**src/sv/pit_pkg.sv**
```systemverilog
// ----------------------------------------------------------------------------
// Pausable interval timer package
// Opcodes, field widths and register map shared by the timer RTL.
// ----------------------------------------------------------------------------
package pit_pkg;

	localparam int unsigned OpW     = 3;
	localparam int unsigned PeriodW = 32;
	localparam int unsigned TickW   = 32;
	localparam int unsigned TimeW   = 64;
	localparam int unsigned ApbDataW = 32;
	localparam int unsigned ApbAddrW = 3;

	// Word index of the auto-reload register on the configuration port.
	localparam logic [ApbAddrW-3:0] RegAutoReload = '0;

	typedef enum logic [OpW-1:0] {
		OP_START  = 3'd0,
		OP_STOP   = 3'd1,
		OP_PAUSE  = 3'd2,
		OP_RESUME = 3'd3,
		OP_POLL   = 3'd4
	} op_t;

endpackage

```
**src/sv/pausable_interval_timer.sv**
```systemverilog
// ----------------------------------------------------------------------------
// Pausable interval timer
// One-shot or periodic timer driven by start, stop, pause, resume and poll.
// ----------------------------------------------------------------------------
// Each input word carries one command together with a sample of the free-running
// millisecond tick and the 64-bit microsecond counter. The timer takes one word
// per clock cycle while the result channel does not stall. A word is captured into an
// input register. Once the output register is empty or its word is being taken, the
// word is evaluated against the timer state in one pass, and that pass writes both
// the state and the output register. The throughput is one word per cycle while the
// receiver does not stall. The datapath thus has two registers, input and output.
// The longest logic between them is the 64-bit subtract-and-compare path from the
// sampled time through the elapsed time to the expiry decision.
// Every command yields exactly one result word. In millisecond mode the 32-bit
// tick is extended to 64 bits by counting its wraps whenever the clock is read.
// In microsecond mode the counter is used as it stands. Time spent paused is left
// out of the elapsed time. The only configuration register is auto_reload at byte
// address 0. When it is set, a poll that finds the period reached restarts the
// period at the poll time; otherwise the poll stops the timer. Configuration
// should be written while the timer is idle.
// ----------------------------------------------------------------------------
module pausable_interval_timer
	import pit_pkg::*;
(
	input  logic                clk,
	input  logic                arst_n,

	// Configuration port
	input  logic                psel,
	input  logic                penable,
	input  logic                pwrite,
	input  logic [ApbAddrW-1:0] paddr,
	input  logic [ApbDataW-1:0] pwdata,
	output logic [ApbDataW-1:0] prdata,
	output logic                pready,

	// Command channel
	input  logic                in_valid,
	output logic                in_stall,
	input  logic [OpW-1:0]      opcode,
	input  logic [PeriodW-1:0]  period_value,
	input  logic                unit_select,
	input  logic [TickW-1:0]    raw_ms_tick,
	input  logic [TimeW-1:0]    us_count,

	// Result channel
	output logic                out_valid,
	input  logic                out_stall,
	output logic                expired_flag,
	output logic [TimeW-1:0]    elapsed_time,
	output logic [TimeW-1:0]    remaining_time,
	output logic                is_running,
	output logic                is_paused
);

	// ------------------------------------------------------------------------
	// Configuration register
	// ------------------------------------------------------------------------
	logic auto_reload_q;
	logic cfg_sel_auto;

	assign pready       = 1'b1;
	assign cfg_sel_auto = (paddr[ApbAddrW-1:2] == RegAutoReload);

	always_ff @(posedge clk or negedge arst_n) begin
		if (!arst_n) begin
			auto_reload_q <= 1'b0;
		end else if (psel && penable && pwrite && pready && cfg_sel_auto) begin
			auto_reload_q <= pwdata[0];
		end
	end

	always_comb begin
		prdata = '0;
		if (cfg_sel_auto) begin
			prdata[0] = auto_reload_q;
		end
	end

	// ------------------------------------------------------------------------
	// Input register. The stage moves on whenever the output register is
	// empty or its word is being taken in this cycle.
	// ------------------------------------------------------------------------
	logic               valid_s1;
	logic [OpW-1:0]     opcode_s1;
	logic [PeriodW-1:0] period_s1;
	logic               unit_s1;
	logic [TickW-1:0]   tick_s1;
	logic [TimeW-1:0]   us_s1;
	logic               advance;
	logic               fire;
	logic               in_take;

	assign advance  = !out_valid || !out_stall;
	assign in_stall = valid_s1 && !advance;
	assign in_take  = in_valid && !in_stall;
	assign fire     = valid_s1 && advance;

	always_ff @(posedge clk or negedge arst_n) begin
		if (!arst_n) begin
			valid_s1 <= 1'b0;
		end else if (in_take) begin
			valid_s1 <= 1'b1;
		end else if (fire) begin
			valid_s1 <= 1'b0;
		end
	end

	always_ff @(posedge clk) begin
		if (in_take) begin
			opcode_s1 <= opcode;
			period_s1 <= period_value;
			unit_s1   <= unit_select;
			tick_s1   <= raw_ms_tick;
			us_s1     <= us_count;
		end
	end

	// ------------------------------------------------------------------------
	// Timer state. Instead of keeping the start time and the accumulated
	// pause time apart, the timer keeps their sum (base_q): the elapsed time
	// of a running timer is then the current time minus base, and that of a
	// paused timer is the pause start minus base, which no longer depends on
	// the current time.
	// ------------------------------------------------------------------------
	logic               running_q;
	logic               paused_q;
	logic               micro_mode_q;
	logic [PeriodW-1:0] period_q;
	logic [TimeW-1:0]   base_q;
	logic [TimeW-1:0]   pause_begin_q;
	logic [TickW-1:0]   last_tick_q;
	logic [TickW-1:0]   ms_high_q;

	logic               running_d;
	logic               paused_d;
	logic               micro_mode_d;
	logic [PeriodW-1:0] period_d;
	logic [TimeW-1:0]   base_d;
	logic [TimeW-1:0]   pause_begin_d;
	logic [TickW-1:0]   last_tick_d;
	logic [TickW-1:0]   ms_high_d;

	logic               read_clk;
	logic               read_micro;
	logic [TickW-1:0]   ms_high_ext;
	logic [TimeW-1:0]   now_time;
	logic [TimeW-1:0]   elapsed_c;
	logic [TimeW:0]     diff_c;
	logic               reached_c;
	logic               expired_d;
	logic [TimeW-1:0]   elapsed_d;
	logic [TimeW-1:0]   remaining_d;
	op_t                op_c;

	assign op_c = op_t'(opcode_s1);

	// The clock is read by start, by a pause or resume that takes effect and
	// by a poll of a running timer. A start reads it in its own new unit.
	always_comb begin
		read_clk = 1'b0;
		unique case (op_c)
			OP_START:  read_clk = 1'b1;
			OP_PAUSE:  read_clk = running_q && !paused_q;
			OP_RESUME: read_clk = running_q && paused_q;
			OP_POLL:   read_clk = running_q;
			default:   read_clk = 1'b0;
		endcase
	end

	assign read_micro  = (op_c == OP_START) ? unit_s1 : micro_mode_q;
	assign ms_high_ext = (tick_s1 < last_tick_q) ? ms_high_q + TickW'(1) : ms_high_q;
	assign now_time    = read_micro ? us_s1 : {ms_high_ext, tick_s1};

	// Elapsed time at the sampled instant and the expiry compare.
	assign elapsed_c = paused_q ? (pause_begin_q - base_q) : (now_time - base_q);
	assign diff_c    = {1'b0, {(TimeW-PeriodW){1'b0}}, period_q} - {1'b0, elapsed_c};
	assign reached_c = diff_c[TimeW];
	// reached_c is set when the subtraction borrows, i.e. elapsed > period;
	// the equal case is caught separately below.

	always_comb begin
		running_d     = running_q;
		paused_d      = paused_q;
		micro_mode_d  = micro_mode_q;
		period_d      = period_q;
		base_d        = base_q;
		pause_begin_d = pause_begin_q;
		last_tick_d   = last_tick_q;
		ms_high_d     = ms_high_q;
		expired_d     = 1'b0;
		elapsed_d     = '0;
		remaining_d   = '0;

		// Millisecond extension advances on every clock read in that unit.
		if (read_clk && !read_micro) begin
			last_tick_d = tick_s1;
			ms_high_d   = ms_high_ext;
		end

		unique case (op_c)
			OP_START: begin
				micro_mode_d = unit_s1;
				period_d     = period_s1;
				base_d       = now_time;
				paused_d     = 1'b0;
				running_d    = 1'b1;
			end
			OP_STOP: begin
				running_d = 1'b0;
				paused_d  = 1'b0;
			end
			OP_PAUSE: begin
				if (running_q && !paused_q) begin
					pause_begin_d = now_time;
					paused_d      = 1'b1;
				end
			end
			OP_RESUME: begin
				if (running_q && paused_q) begin
					base_d   = base_q + (now_time - pause_begin_q);
					paused_d = 1'b0;
				end
			end
			OP_POLL: begin
				if (running_q) begin
					elapsed_d = elapsed_c;
					if (reached_c || (diff_c[TimeW-1:0] == '0)) begin
						expired_d = 1'b1;
						if (auto_reload_q) begin
							base_d   = now_time;
							paused_d = 1'b0;
						end else begin
							running_d = 1'b0;
						end
					end else begin
						remaining_d = diff_c[TimeW-1:0];
					end
				end
			end
			default: begin
			end
		endcase
	end

	always_ff @(posedge clk or negedge arst_n) begin
		if (!arst_n) begin
			running_q     <= 1'b0;
			paused_q      <= 1'b0;
			micro_mode_q  <= 1'b0;
			period_q      <= '0;
			base_q        <= '0;
			pause_begin_q <= '0;
			last_tick_q   <= '0;
			ms_high_q     <= '0;
		end else if (fire) begin
			running_q     <= running_d;
			paused_q      <= paused_d;
			micro_mode_q  <= micro_mode_d;
			period_q      <= period_d;
			base_q        <= base_d;
			pause_begin_q <= pause_begin_d;
			last_tick_q   <= last_tick_d;
			ms_high_q     <= ms_high_d;
		end
	end

	// ------------------------------------------------------------------------
	// Output register. It holds its word while the receiver stalls.
	// ------------------------------------------------------------------------
	logic             out_valid_q;
	logic             expired_q;
	logic [TimeW-1:0] elapsed_q;
	logic [TimeW-1:0] remaining_q;
	logic             is_running_q;
	logic             is_paused_q;

	always_ff @(posedge clk or negedge arst_n) begin
		if (!arst_n) begin
			out_valid_q <= 1'b0;
		end else if (advance) begin
			out_valid_q <= valid_s1;
		end
	end

	always_ff @(posedge clk) begin
		if (fire) begin
			expired_q    <= expired_d;
			elapsed_q    <= elapsed_d;
			remaining_q  <= remaining_d;
			is_running_q <= running_d;
			is_paused_q  <= paused_d;
		end
	end

	assign out_valid      = out_valid_q;
	assign expired_flag   = expired_q;
	assign elapsed_time   = elapsed_q;
	assign remaining_time = remaining_q;
	assign is_running     = is_running_q;
	assign is_paused      = is_paused_q;

endmodule
```
**config.mk**
```make
export PLATFORM = sky130hd
export DESIGN_NAME = pausable_interval_timer
export DESIGN_NICKNAME = d
export VERILOG_FILES = /design/src/sv/pit_pkg.sv /design/src/sv/pausable_interval_timer.sv
export SDC_FILE = /design/constraint.sdc
export NUM_CORES = 1
export LEC_CHECK = 0
export ABC_CLOCK_PERIOD_IN_PS = 16100
export BUFFER_PORTS_ARGS = -buffer_cell sky130_fd_sc_hd__buf_2
export CAP_MARGIN = 5
export CORE_MARGIN = 8
export CORE_UTILIZATION = 50
export CTS_CLUSTER_DIAMETER = 200
export DETAILED_ROUTE_END_ITERATION = 10
export PLACE_DENSITY_LB_ADDON = 0.2
export SETUP_SLACK_MARGIN = 0.4
export SLEW_MARGIN = 20
export SYNTH_ARGS = -nofsm -noshare
export SYNTH_HDL_FRONTEND = slang
export SYNTH_SLANG_ARGS = --single-unit
```
**constraint.sdc**
```tcl
create_clock -name clk -period 16.1 [get_ports clk]
set_input_delay 3.22 -clock clk [delete_from_list [all_inputs] [get_ports clk]]
set_output_delay 3.22 -clock clk [all_outputs]
set_load 0.1 [all_outputs]
```
# --- Word-level counts from Yosys, hierarchy flattened ---
# Cells that the tools add are included.
totals:
  regBits: 493
  in_bits: 174
  out_inout_bits: 166
  elab_cells: 91
classes:
  n_addsub: 6
  n_lt_le_gt_ge: 1
  n_eq_ne: 8
  mux: 24
  bitwise_logic: 3
  reduce_logical: 28
op_table:
  columns: ["operator", "count"]
  rows:
  - ["$mux 64", 6]
  - ["$pmux 64 s3", 1]
  - ["$sub 64x64->64", 3]
  - ["$sub 32x64->65", 1]
  - ["$add 64x64->64", 1]
  - ["$logic_not 64->1", 1]
  - ["$add 32x1->32 const B", 1]
  - ["$lt 32x32->1", 1]
  - ["$mux 32", 1]
  - ["$mux 1", 13]
  - ["$logic_and 1x1->1", 9]
  - ["$ne 2x2->1 const B", 4]
  - ["$pmux 1 s4", 2]
  - ["$eq 3x2->1 const B", 2]
  - ["$logic_not 1->1", 6]
  - ["$reduce_and 2->1", 3]
  - ["$reduce_and 6->1", 1]
  - ["$eq 3x1->1 const B", 1]
  - ["$eq 3x3->1 const B", 1]
  - ["$logic_not 3->1", 1]
  - ["$not 1->1", 3]
  - ["$pmux 1 s3", 1]
  - ["$reduce_and 3->1", 1]
  - ["$reduce_bool 3->1", 1]
  - ["other kinds (4)", 5]

# --- Depth between registers and ports, before layout ---
# Gate-level depths: netlist of the first run.
depth:
  ltp_word: 11
  depth_mapped: 42
  ltp_nobuf: 36

# --- Worst setup path after synthesis of the first run ---
# OpenSTA, ideal clock, no wires.
synth_path:
  path_kind: "register to register"
  startpoint: "register opcode_s1[2], in the netlist op_c[2]"
  endpoint: "register base_q[31]"
  setup_ps: 125
  arrival_time_ps: 8446
  required_time_ps: 15975
  slack_ps: 7528
  stages_incl_launch_ff: 40
  n_path_buf: 6
  period_less_slack_ps: 8572
  path_cell_list: "edfxtp_1 clkbuf_1 nor3_1 mux2i_1 clkbuf_1 clkbuf_1 mux2i_1 a21oi_1 ha_1 a21o_1 a211o_1 nand3_2 a31oi_1 nor2b_1 o21bai_1 a31oi_1 nor3_1 nor2_1 [4 not listed] nand2_1 nor3_1 nand3_1 a211oi_1 o211ai_1 a31oi_1 o2bb2a_1 nand4_1 clkbuf_1 or3_1 clkbuf_1 mux2i_1 or3b_2 nor4b_1 nand4_1 nand2_4 buf_6 mux2_4"
synth_between:
  elab_chain_len: 10
  word_cells_on_any_way: 23
  classes_between: "4 x add/sub; 6 x eq/ne; 8 x mux; 5 x reduce/logical"
synth_lines:
  columns: ["element", "line_no", "rtl"]
  rows:
  - ["start: declaration", "pausable_interval_timer.sv:85", "logic [OpW-1:0] opcode_s1;"]
  - ["start signal: assignment", "pausable_interval_timer.sv:111", "opcode_s1 <= opcode;"]
  - ["$logic_not 3->1", "pausable_interval_timer.sv:171, pausable_interval_timer.sv:201", null]
  - ["$mux 1", null, null]
  - ["$mux 64", "pausable_interval_timer.sv:173", "assign now_time = read_micro ? us_s1 : {ms_high_ext, tick_s1};"]
  - ["$sub 64x64->64", "pausable_interval_timer.sv:176", "assign elapsed_c = paused_q ? (pause_begin_q - base_q) : (now_time - base_q);"]
  - ["$mux 64", "pausable_interval_timer.sv:176", null]
  - ["$sub 32x64->65", "pausable_interval_timer.sv:177", "assign diff_c = {1'b0, {(TimeW-PeriodW){1'b0}}, period_q} - {1'b0, elapsed_c};"]
  - ["$logic_not 64->1", "pausable_interval_timer.sv:228", "if (reached_c || (diff_c[TimeW-1:0] == '0)) begin"]
  - ["$logic_or 1x1->1", "pausable_interval_timer.sv:228", null]
  - ["$ne 2x2->1 (no source line)", null, null]
  - ["$reduce_and 6->1 (no source line)", null, null]
  - ["end signal: assignment", "pausable_interval_timer.sv:261", "base_q <= base_d;"]
  - ["end: declaration", "pausable_interval_timer.sv:130", "logic [TimeW-1:0] base_q;"]
# Several ways; a longest one is shown, not always the timed one. The select of a mux whose other input is x is not followed.
# A chain may end at the register's enable or synchronous reset.

# --- Final worst setup path of the first run ---
layout_path:
  startpoint: "register opcode_s1[2], in the netlist op_c[2]"
  endpoint: "register base_q[0]"
# The elaborated chain is that of the path after synthesis.

==> out/qor.yml, run 1 <==
synth:
  synthArstFlopShare_pct: 46.7
  avgSynthCellArea_um2: 9.51
  synth_seq_cells: 493
  synth_cell_type_count: 99
  syn_inst: 3472
  netlist_area_um2: 33000
  synth_top_family_by_area: "compound AO/OA/AOI/OAI gates"
  synth_mux_area_share_pct: 5.50
  synth-simple-area-share_pct: 15.0
  seq_area_frac_synth_pct: 41.3
  synth_edf_count: 263
  ys.flop_type: "edfxtp_1"
  synth_xor_area_share_pct: 5.43
  synth_compound_area_share_pct: 15.9
  yosysWarnings: 0
  synth_fa_ha_area_share_pct: 11.2
cells_and_area:
  area_growth_pct: 12.0
  nets: 4139
  seq_area_um2: 13700
  num-fill-cells: 5881
  multiInputGateArea_um2: 17700
  diodes: 0
  layout-drive-gt1-share_pct: 13.1
timing:
  rsz0062_at_grt: "false"
  hold_ws_ns: 0.477
  fmax_mhz: 87.3
  hold_viol: 0
  setup_viol: 0
  maxSlewViolCount: 0
  post-route-min-period_ns: 11.45
  fin_skew_ns: 0.0336
  finalCritPeriodShare_pct: 71.1
  slew_headroom_pct: 30.8
  tightest_slew_ns: 1.01
  tns_ns: 0
job:
  maxCapViolations: 0
setup_path:
  required_ns: 16.61
  crit_slowest_cell: "or4_1"
  worstPathMaxFanout: 66
  max_stage_delay_ns: 0.78
  cp-start-kind: "register"
  critPathKind: "reg -> reg"
  cp.arrival_ns: 11.96
  cpMostUsedCell: "nor3_1"
  crit_path_end_kind: "register"
route:
  wl_per_cell_um: 18.7
  drt_wl_total_mm: 86.4
  final_antenna_net_count: 0
  drt_iter0_markers: 2040
  drc: 0
  vias_per_cell: 5.59
  vias: 25800
  dr.pass1.iters: 6
floorplanning:
  ios: 340
  die_area_um2: 74500
  initial_core_util_pct: 50.3
  die_h_um: 273
  fp.dieW_um: 273
  rows: 94
  coreArea_um2: 65600
clock_network:
  cts_buffers: 56
  cts_root_buffer: "clkbuf_16"
  cts_resized: 0
  h-tree-depth: 2
  cts_max_path_buffers: 3
  post_cts_buffers: 0
  cts_sinks: 493
  clk_latency_ns: 0.63
  cts_tree: "built"
  path_clk_slew_ns: 0.06
  ctsHoldBuffers: 0
global_routing:
  grt_first_pass_wirelength_mm: 137
  grt_antenna_before_repair: 0
  grt_pass1_vias: 24500
  grt_max_degree: 139
  grt_usage_pct: 22.6
  grt_remaining_overflow: 0
place:
  gp_congestion: 0.915
  place_hpwl_mm: 65.3
  io_buffers: 274
worst_hold_path:
  hp-class: "reg -> reg"
run_status:
  status: "complete, no violations"
## cells in the mapped netlist, types with 18 or more instances
cell	instances	area [um2]
o21ai_0	249	1250
o21a_1	22	165
o21bai_1	33	248
nor2b_1	21	131
inv_1	286	1070
buf_4	35	263
clkbuf_1	98	368
edfxtp_1	263	7900
o211ai_1	18	135
and2_1	32	200
xor2_1	68	596
nand2_1	329	1230
nor3_1	64	320
a211oi_1	18	135
and4_1	18	158
nor2_1	316	1190
a31oi_1	22	138
nand4_1	48	300
mux2_2	49	552
nand3_1	58	290
or3_1	19	119
nand2b_1	23	144
and3_1	34	213
dfrtp_1	230	5760
fa_1	65	1300
a21o_1	95	713
ha_1	191	2390
xnor2_1	134	1170
a21oi_1	268	1340
mux2i_1	112	1120
nor4_1	24	150
## through the flow
stage          instance area (um2)  worst slack, ns  instances  utilization (%)
2_1_floorplan                33200             7.53       3518                -
3_5_place_dp                 35000             4.73       4515             53.4
3_3_place_gp                 35000             4.82       4515             53.4
6_report                     37000             4.65       4621             56.3
4_1_cts                      37000             4.69       4621             56.3
5_1_grt                      37000             3.93       4621             56.3
## layer usage
metal  global-route usage (%)  part of all wire [%]  vias to the layer above
li1                         -                     -                    12700
met1                     34.5                    49                    12200
met2                     33.3                    42                      815
met3                     3.71                   7.1                      117
met4                     5.52                   2.4                        0
met5                        0                     0                        -
## critical path, delay by kind of cell, from the launching register on
family          cells  cell delay [ns]
simple gates       16             4.13
compound gates      9             2.45
buf+inv             3             1.86
mux                 3             1.19
fa+ha+maj           2             0.86
flops               1             0.54
xor+xnor            1             0.19
## layout by cell type, fill, tap and decap left out, types with 14 or more instances in the layout
master	n
a211oi_1	18
a21o_1	95
a21oi_1	268
a31oi_1	22
and2_1	31
and3_1	33
and4_1	18
buf_2	273
buf_4	17
clkbuf_16	57
conb_1	48
dfrtp_1	230
edfxtp_1	263
fa_1	65
ha_1	191
inv_1	285
mux2_2	49
mux2i_1	111
nand2_1	329
nand2b_1	23
nand3_1	57
nand4_1	48
nor2_1	316
nor2b_1	21
nor3_1	64
nor4_1	24
o211ai_1	18
o21a_1	22
o21ai_0	249
o21bai_1	33
or2_2	14
or3_1	19
xnor2_1	134
xor2_1	68
## sequential cells by signal, summed over array words and instances, names as in the netlist
register / count
op_c: 3
ms_high_q: 32
auto_reload_q: 1
period_q: 32
pause_begin_q: 64
last_tick_q: 32
is_paused: 1
unit_s1: 1
expired_flag: 1
paused_q: 1
remaining_time: 64
is_running: 1
us_s1: 64
base_q: 64
elapsed_time: 64
valid_s1: 1
running_q: 1
micro_mode_q: 1
tick_s1: 32
out_valid: 1
period_s1: 32
## cell type report
| type | count | share of cell area (%) |
|---|---|---|
| inverters | 287 | 2.93 |
| repair buffers | 292 | 4.14 |
| multi-input cells | 2579 | 47.9 |
| well taps | 864 | 2.92 |
| flip-flops and latches | 493 | 36.9 |
| clock inverters | 41 | 1.25 |
| clock buffers | 65 | 3.97 |
## kinds of logic (layout without fill, tap and decap cells)
kind of cell               Yosys count  after routing
xor gates and xnor gates           203            203
and+or+nand+nor                   1049           1049
muxes                              171            171
AOI/OAI and AO/OA                  852            852
adders and majority gates          256            256
other                                2             48
DFF                                493            493
buffers and inverters              446            685
## final timing paths
| kind | from | to | slack (ns) | cells after the start |
|---|---|---|---|---|
| setup / recovery | op_c[2]$_DFFE_PP_ | base_q[0]$_DFFE_PN0P_ | 4.65 | 34 |
| hold / removal | period_s1[18]$_DFFE_PP_ | period_q[18]$_DFFE_PN0P_ | 0.48 | 1 |
| setup reg to reg | op_c[2]$_DFFE_PP_ | base_q[0]$_DFFE_PN0P_ | 4.65 | 34 |
| hold reg to reg | period_s1[18]$_DFFE_PP_ | period_q[18]$_DFFE_PN0P_ | 0.48 | 1 |
| max in group asynchronous | arst_n | pause_begin_q[55]$_DFFE_PN0P_ | 12.20 | 2 |
| min in group asynchronous | arst_n | last_tick_q[3]$_DFFE_PN0P_ | 2.56 | 1 |
Power of run 1 is left out: the tool's default activity adds up to more than one toggle a clock period on the data nets, which glitch-free logic cannot reach.
==> run 2: changes to the inputs <==
--- a/config.mk
+++ b/config.mk
@@ -5,7 +5,7 @@
 export SDC_FILE = /design/constraint.sdc
 export NUM_CORES = 1
 export LEC_CHECK = 0
-export ABC_CLOCK_PERIOD_IN_PS = 16100
+export ABC_CLOCK_PERIOD_IN_PS = 9680
 export BUFFER_PORTS_ARGS = -buffer_cell sky130_fd_sc_hd__buf_2
 export CAP_MARGIN = 5
 export CORE_MARGIN = 8
==> constraint.sdc (replaced) <==
create_clock -name clk -period 9.68 [get_ports clk]
set_input_delay 1.936 -clock clk [delete_from_list [all_inputs] [get_ports clk]]
set_output_delay 1.936 -clock clk [all_outputs]
set_load 0.1 [all_outputs]
==> run 2 against run 1 <==
Against the previous run:
- cell count up 1.3%
- worst setup slack worse by 3.8 ns
- sequential cell count unchanged
- first-iteration DRC count up 5.3%
- global-route usage up 0.25 points
- clock skew up 0.025 ns
==> out/qor.yml, run 2 (synthesis results as in run 1) <==
route:
  wl_per_cell_um: 18.7  # about the same
  dr.pass1.iters: 5  # was 6
  vias_per_cell: 5.52  # was 5.59
  drt_iter0_markers: 2149  # was 2,040
  final_antenna_net_count: 0  # unchanged
  drc: 0  # unchanged
  wl_met2_mm: 37.0  # was 36.3 mm
  top_layer: "met5"  # was met4
  drt_wl_total_mm: 87.6  # was 86.4 mm
  vias: 25800  # about the same
  drt-met1-wl_mm: 43.0  # was 41.9 mm
  dr_wl_met3_mm: 5.82  # was 6.13 mm
clock_network:
  cts_tree: "built"  # unchanged
  cts_max_path_buffers: 3  # unchanged
  path_clk_slew_ns: 0.07  # was 0.06 ns
  clk_latency_ns: 0.65  # was 0.63 ns
  cts_root_buffer: "clkbuf_16"  # unchanged
  cts_buffers: 57  # was 56
  cts_sinks: 493  # unchanged
  h-tree-depth: 2  # unchanged
place:
  post-place-ws_ns: 0.279  # was 4.73 ns
  gp_congestion: 0.894  # was 0.915
  place_hpwl_mm: 66.2  # was 65.3 mm
  io_buffers: 274  # unchanged
setup_path:
  path_delay_family: "simple AND/OR/NAND/NOR gates"  # unchanged
  crit_slowest_cell: "or4_4"  # was or4_1
  cp-start-kind: "register"  # unchanged
  worstPathMaxFanout: 9  # was 66
  required_ns: 10.25  # was 16.61 ns
  critical_path_buf_inv_count: 6  # was 3
  cp.arrival_ns: 9.35  # was 11.96 ns
  max_stage_delay_ns: 0.67  # was 0.78 ns
  crit_path_end_kind: "register"  # unchanged
  critPathKind: "reg -> reg"  # unchanged
timing:
  setup_viol: 0  # unchanged
  maxSlewViolCount: 0  # unchanged
  post-route-min-period_ns: 8.78  # was 11.45 ns
  fmax_mhz: 114  # was 87.3 MHz
  tightest_slew_ns: 1.01  # about the same
  hold_viol: 0  # unchanged
  rsz0062_at_grt: "false"  # unchanged
  finalCritPeriodShare_pct: 90.7  # was 71.1%
  fin_skew_ns: 0.0582  # was 0.0336 ns
  tns_ns: 0  # unchanged
  slew_headroom_pct: 32.4  # was 30.8%
  setup_ws_ns: 0.900  # was 4.65 ns
floorplanning:
  ios: 340  # unchanged
  initial_core_util_pct: 50.3  # unchanged
  coreArea_um2: 65600  # unchanged
  rows: 94  # unchanged
  fp.dieW_um: 273  # unchanged
  die_area_um2: 74500  # unchanged
  die_h_um: 273  # unchanged
cells_and_area:
  layout_commonest_cell: "nand2_1"  # unchanged
  num-fill-cells: 5775  # was 5,881
  area_growth_pct: 14.5  # was 12.0%
  layout-drive-gt1-share_pct: 15.0  # was 13.1%
  final_cell_mix: "nand2_1 (329), nor2_1 (316), inv_1 (285), buf_2 (273), a21oi_1 (267)"  # was nand2_1 (329), nor2_1 (316), inv_1 (285), buf_2 (273), a21oi_1 (268)
  nets: 4197  # was 4,139
worst_hold_path:
  hp-class: "reg -> reg"  # unchanged
global_routing:
  grt_pass1_vias: 24700  # was 24,500
  grt_max_degree: 127  # was 139
  grt_antenna_before_repair: 2  # was 0
  grt_usage_pct: 22.9  # was 22.6%
  grt_remaining_overflow: 0  # unchanged
  grt_first_pass_wirelength_mm: 138  # was 137 mm
run_status:
  status: "complete, no violations"  # unchanged
job:
  maxCapViolations: 0  # unchanged
run 2: cell count changes in the layout (fill, tap and decap cells not counted), sizes merged:
cell    change
buf        +56
bufinv      +6
clkbuf      +5
clkinv      -5
diode       +1
inv         -3
run 2: layer usage:
layer  vias up  GRT usage, %
met5         -             0
met4         2          5.81
met3       109          3.08
met2       776          33.9
met1     12100          35.0
li1      12800             -
run 2: metrics by stage:
stage          hold slack [ns]  instances  utilization, %  instance area [um2]
6_report                 0.479       4681            57.6                37800
5_1_grt                  0.497       4681            57.6                37800
4_1_cts                  0.481       4665            57.2                37500
3_5_place_dp             0.465       4555            53.9                35400
3_3_place_gp             0.457       4555            53.9                35400
2_1_floorplan            0.455       3518               -                33200
run 2: worst paths after layout:
kind / startpoint / to / slack [ns] / depth (start not counted)
max reg2reg: op_c[2]$_DFFE_PP_ / base_q[4]$_DFFE_PN0P_ / 0.90 / 39
min reg2reg: period_s1[19]$_DFFE_PP_ / period_q[19]$_DFFE_PN0P_ / 0.48 / 1
min in group asynchronous: arst_n / last_tick_q[1]$_DFFE_PN0P_ / 1.32 / 1
max: op_c[2]$_DFFE_PP_ / base_q[4]$_DFFE_PN0P_ / 0.90 / 39
max in group asynchronous: arst_n / period_q[30]$_DFFE_PN0P_ / 6.75 / 2
min: period_s1[19]$_DFFE_PP_ / period_q[19]$_DFFE_PN0P_ / 0.48 / 1
run 2: final cells by class:
cell class,count,area (um2),share of cell area [%]
multi-input combinational,2579,17800,47.2
clock inverter,39,594,1.57
timing repair buffer,349,2050,5.43
antenna,1,2.50,0.00662
inverter,287,1080,2.86
tap,864,1080,2.86
sequential,493,13700,36.1
clock buffer,69,1520,4.02
run 2: what timing repair did:
item | CTS | global route
cloned | 0 | 1
resized for setup | 1 | 32
pin swaps | 0 | 12
buffers inserted | 2 | 14
hold buffers | 0 | 0
endpoints found under the setup margin | 43 | 117
Power of run 2 is left out for the same reason.
==> run 3: changes to the inputs <==
--- a/config.mk
+++ b/config.mk
@@ -5,6 +5,7 @@
 export SDC_FILE = /design/constraint.sdc
 export NUM_CORES = 1
 export LEC_CHECK = 0
+export ABC_AREA = 1
 export ABC_CLOCK_PERIOD_IN_PS = 9680
 export BUFFER_PORTS_ARGS = -buffer_cell sky130_fd_sc_hd__buf_2
 export CAP_MARGIN = 5
==> run 3 against run 2 <==
Against the previous run:
- via count grew 25%
- synthesized area rose by 10%
- clock skew is 0.0065 ns higher
- sequential share of layout area shrank 2.6 points
- first-iteration DRC count increased by 7.4%
- maximum frequency is 2.7% higher
- highest routed layer is now met4
==> out/qor.yml, run 3 <==
setup_path:
  worstPathMaxFanout: 52  # was 9
  cpMostUsedCell: "nand2_1"
  r2r_slack_ns: 1.13  # was 0.90 ns
  cp-start-kind: "register"  # unchanged
  critPathKind: "reg -> reg"  # unchanged
  max_stage_delay_ns: 0.81  # was 0.67 ns
  r2r-end: "base_q[62]$_DFFE_PN0P_"  # was base_q[4]$_DFFE_PN0P_
  crit_path_end_kind: "register"  # unchanged
  required_ns: 10.16  # was 10.25 ns
  r2r-start: "op_c[0]$_DFFE_PP_"  # was op_c[2]$_DFFE_PP_
  worstRegToRegCells: 39  # unchanged
  cp.arrival_ns: 9.03  # was 9.35 ns
  crit_slowest_cell: "o21ai_4"  # was or4_4
synth:
  synth_cell_type_count: 56  # was 99
  synth_edf_count: 263  # unchanged
  syn_inst: 5021  # was 3,472
  synth_largest_area_cell: "edfxtp_1"  # unchanged
  yosysMostFrequentCell: "nand2_1"  # unchanged
  seq_area_frac_synth_pct: 37.5  # was 41.3%
  synth_seq_cells: 493  # unchanged
  yosysWarnings: 0  # unchanged
  ys_top_cells_by_area: "edfxtp_1 (22%), dfrtp_1 (16%), nand2_1 (15%)"  # was edfxtp_1 (24%), dfrtp_1 (17%), ha_1 (7.2%)
  avgSynthCellArea_um2: 7.26  # was 9.51 um2
  synth.top_cell.area_share_pct: 21.7  # was 23.9%
  synth_commonest_cells: "nand2_1 (1,487), inv_1 (866), nor2_1 (479)"  # was nand2_1 (329), nor2_1 (316), inv_1 (286)
  netlist_area_um2: 36400  # was 33,000 um2
  synthArstFlopShare_pct: 46.7  # unchanged
  ys.flop_type: "edfxtp_1"  # unchanged
route:
  wl_per_cell_um: 17.2  # was 18.7 um
  drt_wl_total_mm: 108  # was 87.6 mm
  drc: 0  # unchanged
  dr.pass1.iters: 6  # was 5
  final_antenna_net_count: 0  # unchanged
  vias: 32300  # was 25,800
  drt_iter0_markers: 2309  # was 2,149
  vias_per_cell: 5.13  # was 5.52
global_routing:
  grt_usage_pct: 25.8  # was 22.9%
  grt_antenna_before_repair: 0  # was 2
  grt_first_pass_wirelength_mm: 169  # was 138 mm
  grt_pass1_vias: 30900  # was 24,700
  grt_remaining_overflow: 0  # unchanged
  grt_max_degree: 151  # was 127
cells_and_area:
  final_cell_mix: "nand2_1 (1,487), inv_1 (860), nor2_1 (476), o21ai_0 (382), buf_2 (273)"  # was nand2_1 (329), nor2_1 (316), inv_1 (285), buf_2 (273), a21oi_1 (267)
  layout-drive-gt1-share_pct: 11.0  # was 15.0%
  final_cells: 6300  # was 4,681
  num-fill-cells: 7075  # was 5,775
  nets: 5723  # was 4,197
  layout_commonest_cell: "nand2_1"  # unchanged
  area_growth_pct: 11.8  # was 14.5%
timing:
  tightest_slew_ns: 1.13  # was 1.01 ns
  tns_ns: 0  # unchanged
  rsz0062_at_grt: "false"  # unchanged
  post-route-min-period_ns: 8.55  # was 8.78 ns
  slew_headroom_pct: 24.6  # was 32.4%
  fmax_mhz: 117  # was 114 MHz
  hold_viol: 0  # unchanged
  fin_skew_ns: 0.0648  # was 0.0582 ns
  setup_ws_ns: 1.13  # was 0.900 ns
  maxSlewViolCount: 0  # unchanged
  setup_viol: 0  # unchanged
  finalCritPeriodShare_pct: 88.3  # was 90.7%
floorplanning:
  fp.dieW_um: 286  # was 273 um
  initial_core_util_pct: 50.2  # was 50.3%
  die_h_um: 286  # was 273 um
  rows: 99  # was 94
  ios: 340  # unchanged
  die_area_um2: 81800  # was 74,500 um2
  coreArea_um2: 72600  # was 65,600 um2
clock_network:
  cts_sinks: 493  # unchanged
  clk_latency_ns: 0.64  # was 0.65 ns
  h-tree-depth: 2  # unchanged
  post_cts_buffers: 0  # was 2
  cts_root_buffer: "clkbuf_16"  # unchanged
  cts_tree: "built"  # unchanged
  path_clk_slew_ns: 0.06  # was 0.07 ns
  cts_max_path_buffers: 3  # unchanged
  cts_buffers: 55  # was 57
  cts_resized: 0  # was 1
  ctsHoldBuffers: 0  # unchanged
job:
  maxCapViolations: 0  # unchanged
worst_hold_path:
  hp-start: "period_s1[0]$_DFFE_PP_"  # was period_s1[19]$_DFFE_PP_
  holdPathStages: 2  # was 1
  hold_end: "period_q[0]$_DFFE_PN0P_"  # was period_q[19]$_DFFE_PN0P_
  hp-class: "reg -> reg"  # unchanged
place:
  place_hpwl_mm: 86.1  # was 66.2 mm
  dpl.cell_count: 6195  # was 4,555
  gp_congestion: 1.02  # was 0.894
  io_buffers: 274  # unchanged
  post-place-ws_ns: 1.25  # was 0.279 ns
run_status:
  status: "complete, no violations"  # unchanged
## run 3: worst max path at each step
stage / start / to / slack, ns / cells past startpoint
global route: op_c[0]$_DFFE_PP_ / base_q[62]$_DFFE_PN0P_ / 0.47 / 41
floorplan: out_stall / last_tick_q[22]$_DFFE_PN0P_ / 3.29 / 9
detailed placement: op_c[1]$_DFFE_PP_ / base_q[19]$_DFFE_PN0P_ / 1.25 / 41
finish: op_c[0]$_DFFE_PP_ / base_q[62]$_DFFE_PN0P_ / 1.13 / 39
CTS: op_c[1]$_DFFE_PP_ / base_q[62]$_DFFE_PN0P_ / 1.19 / 40
global placement: op_c[1]$_DFFE_PP_ / base_q[62]$_DFFE_PN0P_ / 1.31 / 39
## run 3: routing by layer
metal	share of wire [%]	wire length [um]	GRT usage [%]
met3	5.5	5930	2.98
met5	0	0	0
met1	47	50500	36.1
met2	44	47300	40.8
met4	4.2	4600	10.3
## run 3: kinds of logic (layout without fill, tap and decap cells)
family	Yosys count	in the layout	share of synthesized area, %
compound gates	751	751	11.2
fa+ha+maj	256	256	10.1
buf+inv	1034	1306	11.1
simple gates	2347	2347	26.5
mux	37	37	1.12
flops	493	493	37.5
other cells	2	50	0.0206
xor+xnor	101	101	2.43
## run 3: cell type report
cell class                      instances  area, um2  share of cell area, %
Inverter                              907       3410                   8.38
Clock inverter                         37        457                   1.12
Timing Repair Buffer                  296       1600                   3.93
Sequential cell                       493      13700                   33.5
Antenna cell                            2       5.00                 0.0123
Multi-Input combinational cell       3540      19000                   46.5
Clock buffer                           66       1460                   3.58
Tap cell                              959       1200                   2.94
## run 3: metrics by stage
stage | hold WS, ns | area, um2 | utilization, %
finish | 0.453 | 40700 | 56.1
global route | 0.494 | 40700 | 56.1
CTS | 0.457 | 40700 | 56.1
detailed placement | 0.442 | 38800 | 53.5
global placement | 0.438 | 38800 | 53.5
floorplan | 0.430 | 36600 | -
## run 3: critical path: cells and delay by family, from the launching register on
family | cells | cell delay [ns]
XOR/XNOR | 1 | 0.20
flip-flops | 1 | 0.44
buffers and inverters | 7 | 1.18
AND/OR/NAND/NOR | 23 | 3.54
AO/OA/AOI/OAI | 6 | 2.02
adder cells (fa/ha/maj) | 2 | 0.96
Power of run 3 is left out for the same reason.
